**config.mk**
```make
export PLATFORM = sky130hd
export DESIGN_NAME = char_lcd_nibble_sequencer_top
export DESIGN_NICKNAME = d
export VERILOG_FILES = /design/src/design/lcdns_pkg.sv /design/src/design/lcdns_front.sv /design/src/design/lcdns_fifo.sv /design/src/design/lcdns_back.sv /design/src/design/char_lcd_nibble_sequencer_top.sv
export SDC_FILE = /design/constraint.sdc
export NUM_CORES = 1
export LEC_CHECK = 0
export BUFFER_PORTS_ARGS = -buffer_cell sky130_fd_sc_hd__buf_2
export CORE_MARGIN = 4
export CORE_UTILIZATION = 54
export CTS_CLUSTER_DIAMETER = 30
export DETAILED_ROUTE_END_ITERATION = 7
export PLACE_DENSITY = 0.71
export REMOVE_ABC_BUFFERS = 1
export SLEW_MARGIN = 25
export SYNTH_ARGS = -nofsm -noshare
export SYNTH_HDL_FRONTEND = slang
export SYNTH_SLANG_ARGS = --single-unit
```
**constraint.sdc**
```tcl
create_clock -name clk -period 12.6 [get_ports clk]
set_input_delay 0 -clock clk [delete_from_list [all_inputs] [get_ports clk]]
set_output_delay 0 -clock clk [all_outputs]
set_load 0.005 [all_outputs]
```
**src/design/lcdns_pkg.sv**
```systemverilog
// ----------------------------------------------------------------------------
// lcdns_pkg - character LCD nibble sequencer shared definitions
// Request and transfer types, request codes, command bytes and decimal helpers.
// ----------------------------------------------------------------------------
package lcdns_pkg;

  localparam logic [2:0] FUNC_CMD      = 3'd0;
  localparam logic [2:0] FUNC_CHAR     = 3'd1;
  localparam logic [2:0] FUNC_POS_CHAR = 3'd2;
  localparam logic [2:0] FUNC_NUM      = 3'd3;
  localparam logic [2:0] FUNC_INIT     = 3'd4;
  localparam logic [2:0] FUNC_CLEAR    = 3'd5;

  localparam logic [1:0] WAIT_NONE  = 2'd0;
  localparam logic [1:0] WAIT_48MS  = 2'd1;
  localparam logic [1:0] WAIT_5MS   = 2'd2;
  localparam logic [1:0] WAIT_150US = 2'd3;

  localparam logic RS_CMD  = 1'b0;
  localparam logic RS_DATA = 1'b1;

  localparam logic [3:0] NIB_WAKE = 4'h3;
  localparam logic [3:0] NIB_4BIT = 4'h2;

  localparam logic [7:0] CH_SPACE     = 8'h20;
  localparam logic [7:0] CH_ZERO      = 8'h30;
  localparam logic [7:0] CMD_FUNC_SET = 8'h28;
  localparam logic [7:0] CMD_DISP_ON  = 8'h0F;
  localparam logic [7:0] CMD_CLEAR    = 8'h01;
  localparam logic [7:0] CMD_ENTRY    = 8'h06;
  localparam logic [7:0] CMD_HOME     = 8'h02;

  localparam int FIFO_DEPTH = 2;
  localparam int FIFO_AW    = (FIFO_DEPTH > 1) ? $clog2(FIFO_DEPTH) : 1;
  localparam int FIFO_CW    = $clog2(FIFO_DEPTH + 1);

  typedef struct packed {
    logic [2:0]  func;
    logic [15:0] value;
    logic        row;
    logic [5:0]  col;
  } lcdns_in_t;

  typedef struct packed {
    logic       rs;
    logic [3:0] nibble;
    logic [1:0] wait_class;
    logic       last;
  } lcdns_out_t;

  typedef struct packed {
    logic [2:0]  func;
    logic [7:0]  data;
    logic [7:0]  pos;
    logic [15:0] value;
  } entry_t;

  typedef struct packed {
    logic               empty;
    logic               full;
    logic [FIFO_CW-1:0] count;
  } fifo_stat_t;

  function automatic logic [3:0] last_step(input logic [2:0] func);
    logic [3:0] s;
    case (func)
      FUNC_CMD, FUNC_CHAR:       s = 4'd1;
      FUNC_POS_CHAR, FUNC_CLEAR: s = 4'd3;
      FUNC_NUM:                  s = 4'd11;
      FUNC_INIT:                 s = 4'd15;
      default:                   s = 4'd1;
    endcase
    return s;
  endfunction

  function automatic logic [7:0] init_cmd(input logic [2:0] idx);
    logic [7:0] c;
    case (idx)
      3'd0:    c = CMD_FUNC_SET;
      3'd1:    c = CMD_DISP_ON;
      3'd2:    c = CMD_CLEAR;
      3'd3:    c = CMD_ENTRY;
      3'd4:    c = CMD_HOME;
      3'd5:    c = CMD_CLEAR;
      default: c = CMD_CLEAR;
    endcase
    return c;
  endfunction

  function automatic logic [13:0] dec_weight(input logic [2:0] idx);
    logic [13:0] w;
    case (idx)
      3'd0:    w = 14'd10000;
      3'd1:    w = 14'd1000;
      3'd2:    w = 14'd100;
      3'd3:    w = 14'd10;
      default: w = 14'd1;
    endcase
    return w;
  endfunction

  // Remainder is below ten times the weight, so nine parallel compares suffice.
  function automatic logic [3:0] dec_digit(input logic [15:0] r, input logic [13:0] w);
    logic [3:0] d;
    d = 4'd0;
    for (int k = 1; k < 10; k++) begin
      if ({1'b0, r} >= 17'(k) * {3'b0, w}) begin
        d = 4'(k);
      end
    end
    return d;
  endfunction

endpackage

```
**src/design/lcdns_front.sv**
```systemverilog
// ----------------------------------------------------------------------------
// lcdns_front - request intake
// Accepts requests, drops unused codes and builds the queue entry.
// ----------------------------------------------------------------------------
module lcdns_front
  import lcdns_pkg::*;
(
  input  logic       in_valid,
  output logic       in_ready,
  input  lcdns_in_t  in_data,
  input  fifo_stat_t stat,
  output logic       push,
  output entry_t     push_entry
);

  assign in_ready = !stat.full;
  assign push     = in_valid && in_ready && (in_data.func <= FUNC_CLEAR);

  always_comb begin
    push_entry.func  = in_data.func;
    push_entry.data  = in_data.value[7:0];
    push_entry.pos   = {1'b1, in_data.row, in_data.col};
    push_entry.value = in_data.value;
  end

endmodule

```
**src/design/lcdns_fifo.sv**
```systemverilog
// ----------------------------------------------------------------------------
// lcdns_fifo - request queue
// Short queue between intake and transfer sequencer.
// ----------------------------------------------------------------------------
module lcdns_fifo
  import lcdns_pkg::*;
(
  input  logic       clk,
  input  logic       rst,
  input  logic       push,
  input  entry_t     push_entry,
  input  logic       pop,
  output entry_t     head,
  output fifo_stat_t stat
);

  entry_t             mem [FIFO_DEPTH];
  logic [FIFO_AW-1:0] wr_ptr;
  logic [FIFO_AW-1:0] rd_ptr;
  logic [FIFO_CW-1:0] count;

  function automatic logic [FIFO_AW-1:0] ptr_inc(input logic [FIFO_AW-1:0] p);
    return (p == FIFO_AW'(FIFO_DEPTH - 1)) ? '0 : p + FIFO_AW'(1);
  endfunction

  assign head       = mem[rd_ptr];
  assign stat.count = count;
  assign stat.empty = (count == '0);
  assign stat.full  = (count == FIFO_CW'(FIFO_DEPTH));

  always_ff @(posedge clk) begin
    if (push) begin
      mem[wr_ptr] <= push_entry;
    end
  end

  always_ff @(posedge clk) begin
    if (rst) begin
      wr_ptr <= '0;
      rd_ptr <= '0;
      count  <= '0;
    end else begin
      if (push) begin
        wr_ptr <= ptr_inc(wr_ptr);
      end
      if (pop) begin
        rd_ptr <= ptr_inc(rd_ptr);
      end
      if (push && !pop) begin
        count <= count + FIFO_CW'(1);
      end else if (pop && !push) begin
        count <= count - FIFO_CW'(1);
      end
    end
  end

endmodule

```
**src/design/lcdns_back.sv**
```systemverilog
// ----------------------------------------------------------------------------
// lcdns_back - transfer sequencer
// Steps through the nibble transfers of one request into the output register,
// one per cycle unless the output stalls; decimal digits are peeled one per byte.
// ----------------------------------------------------------------------------
module lcdns_back
  import lcdns_pkg::*;
(
  input  logic       clk,
  input  logic       rst,
  input  fifo_stat_t stat,
  input  entry_t     head,
  output logic       pop,
  output logic       out_valid,
  input  logic       out_ready,
  output lcdns_out_t out_data
);

  logic        busy;
  logic [3:0]  step;
  entry_t      cur;
  logic [15:0] rem;
  logic        seen;
  logic [3:0]  char_lo;

  entry_t      ent;
  logic [3:0]  stp;
  logic [15:0] r;
  logic        sn;
  logic        fire;
  logic        is_last;
  logic        dig_step;
  logic [2:0]  nb;
  logic [13:0] w;
  logic [3:0]  d;
  logic        blank;
  logic [7:0]  ch;
  logic [17:0] prod;
  logic [7:0]  sel_byte;
  logic        rs_sel;
  logic [3:0]  nib_sel;
  logic [1:0]  wc_sel;

  assign ent     = busy ? cur : head;
  assign stp     = busy ? step : '0;
  assign r       = busy ? rem : head.value;
  assign sn      = busy && seen;
  assign fire    = (busy || !stat.empty) && (!out_valid || out_ready);
  assign pop     = fire && !busy;
  assign is_last = (stp == last_step(ent.func));

  assign dig_step = (ent.func == FUNC_NUM) && (stp >= 4'd2) && !stp[0];
  assign nb       = 3'(stp[3:1] - 3'd1);
  assign w        = dec_weight(nb);
  assign d        = dec_digit(r, w);
  assign blank    = (nb != 3'd4) && (d == 4'd0) && !sn;
  assign ch       = blank ? CH_SPACE : (CH_ZERO | {4'b0, d});
  assign prod     = {4'b0, w} * {14'b0, d};

  always_comb begin
    sel_byte = ent.data;
    rs_sel   = RS_CMD;
    wc_sel   = WAIT_NONE;
    case (ent.func)
      FUNC_CMD: begin
        sel_byte = ent.data;
      end
      FUNC_CHAR: begin
        sel_byte = ent.data;
        rs_sel   = RS_DATA;
      end
      FUNC_POS_CHAR: begin
        sel_byte = (stp < 4'd2) ? ent.pos : ent.data;
        rs_sel   = (stp < 4'd2) ? RS_CMD : RS_DATA;
      end
      FUNC_NUM: begin
        sel_byte = (stp < 4'd2) ? ent.pos : ch;
        rs_sel   = (stp < 4'd2) ? RS_CMD : RS_DATA;
      end
      FUNC_INIT: begin
        sel_byte = init_cmd(3'(stp[3:1] - 3'd2));
      end
      FUNC_CLEAR: begin
        sel_byte = (stp < 4'd2) ? CMD_HOME : CMD_CLEAR;
      end
      default: begin
        sel_byte = ent.data;
      end
    endcase

    nib_sel = stp[0] ? sel_byte[3:0] : sel_byte[7:4];
    if ((ent.func == FUNC_NUM) && (stp >= 4'd2) && stp[0]) begin
      nib_sel = char_lo;
    end
    if ((ent.func == FUNC_INIT) && (stp < 4'd4)) begin
      nib_sel = (stp == 4'd3) ? NIB_4BIT : NIB_WAKE;
      case (stp[1:0])
        2'd0:    wc_sel = WAIT_48MS;
        2'd1:    wc_sel = WAIT_5MS;
        2'd2:    wc_sel = WAIT_150US;
        default: wc_sel = WAIT_NONE;
      endcase
    end
  end

  always_ff @(posedge clk) begin
    if (rst) begin
      busy      <= 1'b0;
      step      <= '0;
      out_valid <= 1'b0;
    end else if (fire) begin
      busy      <= !is_last;
      step      <= stp + 4'd1;
      out_valid <= 1'b1;
    end else if (out_ready) begin
      out_valid <= 1'b0;
    end
  end

  always_ff @(posedge clk) begin
    if (fire) begin
      cur                 <= ent;
      out_data.rs         <= rs_sel;
      out_data.nibble     <= nib_sel;
      out_data.wait_class <= wc_sel;
      out_data.last       <= is_last;
      if (dig_step) begin
        rem     <= r - prod[15:0];
        seen    <= sn || !blank;
        char_lo <= ch[3:0];
      end else begin
        rem  <= r;
        seen <= sn;
      end
    end
  end

endmodule

```
**src/design/char_lcd_nibble_sequencer_top.sv**
```systemverilog
// The first nibble of a request accepted into an empty queue is registered in the
// queue and then in the output register. One nibble per cycle while out_ready does
// not stall the output; a request has 2 to 16 transfers, set by the sequencer.
// Up to two requests wait in the queue while the sequencer works.
// Reset (synchronous) empties the queue and the output register.
// ----------------------------------------------------------------------------
// char_lcd_nibble_sequencer_top - 4-bit character LCD transfer sequencer
// Intake and queue feed a sequencer that emits nibble transfers per request.
// ----------------------------------------------------------------------------
module char_lcd_nibble_sequencer_top
  import lcdns_pkg::*;
(
  input  logic       clk,
  input  logic       rst,
  input  logic       in_valid,
  output logic       in_ready,
  input  lcdns_in_t  in_data,
  output logic       out_valid,
  input  logic       out_ready,
  output lcdns_out_t out_data
);

  fifo_stat_t stat;
  entry_t     push_entry;
  entry_t     head;
  logic       push;
  logic       pop;

  lcdns_front u_front (
    .in_valid   (in_valid),
    .in_ready   (in_ready),
    .in_data    (in_data),
    .stat       (stat),
    .push       (push),
    .push_entry (push_entry)
  );

  lcdns_fifo u_fifo (
    .clk        (clk),
    .rst        (rst),
    .push       (push),
    .push_entry (push_entry),
    .pop        (pop),
    .head       (head),
    .stat       (stat)
  );

  lcdns_back u_back (
    .clk       (clk),
    .rst       (rst),
    .stat      (stat),
    .head      (head),
    .pop       (pop),
    .out_valid (out_valid),
    .out_ready (out_ready),
    .out_data  (out_data)
  );

`ifndef SYNTHESIS
  a_fifo_bound: assert property (@(posedge clk) disable iff (rst)
    stat.count <= FIFO_CW'(FIFO_DEPTH))
    else $error("request queue over capacity");

  a_no_push_full: assert property (@(posedge clk) disable iff (rst)
    push |-> !stat.full)
    else $error("request pushed into full queue");

  a_pop_nonempty: assert property (@(posedge clk) disable iff (rst)
    pop |-> !stat.empty)
    else $error("request popped from empty queue");

  a_wait_cmd: assert property (@(posedge clk) disable iff (rst)
    (out_valid && (out_data.wait_class != WAIT_NONE)) |->
      ((out_data.rs == RS_CMD) && !out_data.last))
    else $error("wait class outside init prefix");
`endif

endmodule
```
==> impl_results.html <==
<table>
<tr><th>Metric</th><th>Value</th></tr>
<tr><th colspan="2">Clock tree</th></tr>
<tr><td>TritonCTS Buffers</td><td>9</td></tr>
<tr><td>TritonCTS clock tree</td><td>yes</td></tr>
<tr><td>H-tree depth reported by CTS</td><td>3</td></tr>
<tr><td>Resized cells post-CTS</td><td>0</td></tr>
<tr><td>Master cell of the clock root buffer</td><td>clkbuf_16</td></tr>
<tr><td>Clock Sink Count</td><td>roughly 110</td></tr>
<tr><td>Clock-pin slew on the worst setup and hold paths</td><td>roughly 80 ps</td></tr>
<tr><td>Clk_lat worst skew</td><td>about 360 ps</td></tr>
<tr><td>Clock Path Buffers</td><td>2</td></tr>
<tr><th colspan="2">Min path</th></tr>
<tr><td>Type of the most critical hold path</td><td>in -&gt; reg</td></tr>
<tr><td>Hold path startpoint</td><td>in_valid</td></tr>
<tr><td>Worst-case hold path end point</td><td>u_fifo.wr_ptr</td></tr>
<tr><td>Worst Hold Depth</td><td>4</td></tr>
<tr><th colspan="2">Synth</th></tr>
<tr><td>Average cell area after synthesis</td><td>between 9 and 10 um2</td></tr>
<tr><td>Number of warning messages in the yosys log</td><td>0</td></tr>
<tr><td>Fraction of synthesis flops using an asynchronous set or reset pin</td><td>0</td></tr>
<tr><td>Sequential fraction of the synthesis area</td><td>0.3028</td></tr>
<tr><td>Most numerous cell types in the synthesized netlist</td><td>ha_1, inv_1, edfxtp_1</td></tr>
<tr><td>Ranking of synthesized cells by area</td><td>edfxtp_1, ha_1, fa_1</td></tr>
<tr><td>Portion of synthesized cell area occupied by the leading cell type</td><td>0.2821</td></tr>
<tr><td>Most frequent cell after synthesis</td><td>ha_1</td></tr>
<tr><td>Register bit total from synthesis</td><td>111</td></tr>
<tr><td>EDFF count, synth</td><td>100</td></tr>
<tr><td>Area of the mapped netlist</td><td>about 11000 um2</td></tr>
<tr><td>Gate count of the mapped netlist</td><td>1131</td></tr>
<tr><td>Post-synthesis cell type count</td><td>slightly above 80</td></tr>
<tr><td>Largest area contributor in the synthesized netlist</td><td>edfxtp_1</td></tr>
<tr><td>Primary flip-flop cell chosen by synthesis mapping</td><td>edfxtp_1</td></tr>
<tr><th colspan="2">Timing</th></tr>
<tr><td>Final count of hold timing violations</td><td>0</td></tr>
<tr><td>Worst-Margin Slew</td><td>1038 ps</td></tr>
<tr><td>Upper clock frequency limit</td><td>0.08823 GHz</td></tr>
<tr><td>Final worst hold slack</td><td>125.7 ps</td></tr>
<tr><td>Final worst slack</td><td>roughly 1300 ps</td></tr>
<tr><td>Min cycle time layout</td><td>between 10000 and 15000 ps</td></tr>
<tr><td>Final Max Slew Viols</td><td>0</td></tr>
<tr><td>Final worst clock skew</td><td>9.886 ps</td></tr>
<tr><td>Setup TNS Final</td><td>0 ps</td></tr>
<tr><td>Final clock period utilization by the worst path</td><td>0.8995</td></tr>
<tr><td>Setup Viol. Count Final</td><td>0</td></tr>
<tr><td>Setup repair after global routing missed its margin</td><td>false</td></tr>
<tr><td>Relative max-transition margin</td><td>0.2990</td></tr>
<tr><th colspan="2">Place</th></tr>
<tr><td>Pre-CTS setup slack</td><td>around 1400 ps</td></tr>
<tr><td>Number of port buffers</td><td>39</td></tr>
<tr><td>Routability-driven placement congestion ratio</td><td>about 0.96</td></tr>
<tr><td>DPL Wire Length</td><td>between 20000 and 25000 um</td></tr>
<tr><td>Cell Area, Placed</td><td>~11000 um2</td></tr>
<tr><td>Total instance count after detailed placement</td><td>between 1000 and 1500</td></tr>
<tr><th colspan="2">Worst setup path</th></tr>
<tr><td>Class of the most critical setup path</td><td>reg -&gt; reg</td></tr>
<tr><td>Largest delay share family, worst path</td><td>simple AND/OR/NAND/NOR gates</td></tr>
<tr><td>CP arrival</td><td>between 10000 and 15000 ps</td></tr>
<tr><td>Critical path data required time</td><td>12700 ps</td></tr>
<tr><td>Critical Path Stages</td><td>41</td></tr>
<tr><td>Worst reg2reg path depth</td><td>between 40 and 50</td></tr>
<tr><td>Sort of element at the start of the critical path</td><td>flop</td></tr>
<tr><td>Highest fanout seen on the critical path</td><td>20</td></tr>
<tr><td>Reg2Reg Setup Slack</td><td>around 1300 ps</td></tr>
<tr><td>Endpoint of the lowest-slack register-to-register path</td><td>u_back.rem[15]</td></tr>
<tr><td>Cell mode on critical path</td><td>inv_1</td></tr>
<tr><td>Slowest stage cell, crit path</td><td>nor2_1</td></tr>
<tr><td>Critical path capture point type</td><td>flop</td></tr>
<tr><td>R2R Path Start</td><td>u_back.step[1]</td></tr>
<tr><td>Worst path bufs/invs</td><td>6</td></tr>
<tr><td>Critical path's largest stage delay</td><td>between 800 and 900 ps</td></tr>
<tr><th colspan="2">Layout</th></tr>
<tr><td>Final #Nets</td><td>1435</td></tr>
<tr><td>Antenna Cells</td><td>0</td></tr>
<tr><td>Fraction of final layout cells with drive strength greater than 1</td><td>0.08692</td></tr>
<tr><td>Layout fillers</td><td>1702</td></tr>
<tr><td>Final design instance area without fill</td><td>between 10000 and 15000 um2</td></tr>
<tr><td>Post-Route Utilization</td><td>0.6066</td></tr>
<tr><td>Non-filler cells, final</td><td>1473</td></tr>
<tr><td>Area added between synthesis and finish</td><td>10.53%</td></tr>
<tr><td>Total area of multi-input combinational cells</td><td>between 6000 and 7000 um2</td></tr>
<tr><td>Area used by sequential logic in the layout</td><td>about 3200 um2</td></tr>
<tr><th colspan="2">Routing</th></tr>
<tr><td>Detail-routed via count per cell</td><td>roughly 5.9</td></tr>
<tr><td>Count of vias placed by the detailed router</td><td>8659</td></tr>
<tr><td>Number of nets still failing antenna checks after routing</td><td>0</td></tr>
<tr><td>Remaining DRCs</td><td>0</td></tr>
<tr><td>Routed wire length per instance</td><td>approximately 18 um</td></tr>
<tr><td>Drt first pass iters</td><td>5</td></tr>
<tr><td>DRT iter0 DRCs</td><td>slightly below 600</td></tr>
<tr><td>Final wirelength</td><td>around 27000 um</td></tr>
<tr><th colspan="2">Die</th></tr>
<tr><td>Top-level I/O count</td><td>40</td></tr>
<tr><td>Die Area</td><td>22020 um2</td></tr>
<tr><td>Area of the placeable core</td><td>slightly below 20000 um2</td></tr>
<tr><td>Initial core utilization</td><td>0.5488</td></tr>
<tr><td>Die Span Y</td><td>roughly 150 um</td></tr>
<tr><td>Floorplan die width</td><td>148.4 um</td></tr>
<tr><td>Row count</td><td>51</td></tr>
<tr><th colspan="2">Job</th></tr>
<tr><td>Total of max-cap violations</td><td>0</td></tr>
<tr><th colspan="2">Pwr</th></tr>
<tr><td>Power, Total</td><td>approximately 2.7 mW</td></tr>
<tr><td>Pwr/cell area</td><td>226.1 nW/um2</td></tr>
<tr><td>Leakage</td><td>approximately 5.0 nW</td></tr>
<tr><td>IR Drop Worst-Case VDD</td><td>roughly 0.13 mV</td></tr>
<tr><th colspan="2">Global routing</th></tr>
<tr><td>Maximum number of pins on one net before global-route repair</td><td>81</td></tr>
<tr><td>GRT Resource Usage Total</td><td>0.2459</td></tr>
<tr><td>First-pass GRT wire length</td><td>approximately 43000 um</td></tr>
<tr><td>Number of global-route vias before repair</td><td>approximately 8300</td></tr>
<tr><td>Antenna violations before repair</td><td>0</td></tr>
<tr><td>Total congestion overflow</td><td>0</td></tr>
<tr><th colspan="2">Status</th></tr>
<tr><td>Outcome</td><td>finished clean</td></tr>
</table>
per-layer routing:
layer | wire [um] | vias to the layer above | global-route usage
met1 | 11990 | 4088 | 0.3349
met3 | 2006 | 45 | 0.06002
met4 | 542 | 0 | 0.05497
met2 | 12050 | 307 | 0.4012
li1 | - | 4219 | -
met5 | 0 | - | 0
how the worst max path moves through the flow:
stage | startpoint | endpoint | slack (ps)
floorplan | u_back.busy | u_back.rem[15] | 1620
global placement | u_back.step[1] | u_back.rem[15] | 1690
finish | u_back.step[1] | u_back.rem[15] | 1270
CTS | u_back.step[1] | u_back.rem[15] | 1330
detailed placement | u_back.step[1] | u_back.rem[15] | 1370
global route | u_back.step[1] | u_back.rem[15] | 400
worst register-to-register path, delay by kind of cell (launching register included):
family                     cells  cell delay [ps]
buffers and inverters          6              610
AOI/OAI and AO/OA             11             2150
DFF                            1              790
adders and majority gates      7             3090
muxes                          1               90
xor gates and xnor gates       2              260
and+or+nand+nor               14             4050
flip-flops by register name, summed over array words and instances (netlist names), 2 cells and up, named ones only:
name             count
u_back.cur          19
u_back.rem          16
u_fifo.count         2
u_fifo.mem          52
u_back.char_lo       4
u_back.step          4
u_back.out_data      8
where the power goes:
| part | internal, mW | switching, mW | total, mW |
|---|---|---|---|
| combinational | 0.680 | 1.10 | 1.78 |
| clock | 0.140 | 0.144 | 0.284 |
| sequential | 0.561 | 0.0400 | 0.601 |
cells in the final DEF, fill, tap and decap left out, drive strengths merged, types with 6 or more instances in the layout:
cell type and count:
o21a 10, clkbuf 10, xor2 11, xnor2 33
o21bai 7, edfxtp 100, a211oi 18, a31oi 12
and2 10, a21o 16, nand4 13, o21ai 70
buf 59, o31ai 7, nand2 98, fa 40
nand3 24, a21oi 75, nor3 15, nor2b 15
dfxtp 11, mux2i 23, or2 11, conb 6
inv 128, nor2 82, a211o 7, or3 12
nand2b 9, dlygate4sd3 28, ha 162
repair_timing:
item                                    CTS  global route
endpoints found under the hold margin    63             0
hold buffers                             28             0
endpoints found under the setup margin    0             0
setup buffers                             0             0
cells by family after synthesis:
family,synth area share
AO/OA/AOI/OAI,0.1677
XOR/XNOR,0.03620
adder cells (fa/ha/maj),0.2656
buffers and inverters,0.05830
flip-flops,0.3028
multiplexers,0.02656
other,0.0007055
AND/OR/NAND/NOR,0.1421
final cells by class:
type / instances / share of cell area
clock inverter: 6 / 0.005211
tap: 265 / 0.02818
timing repair buffer: 87 / 0.05317
inverter: 126 / 0.04030
sequential: 111 / 0.2741
multi-input combinational: 868 / 0.5795
clock buffer: 10 / 0.01946
Power figures use the tool's default switching activity.
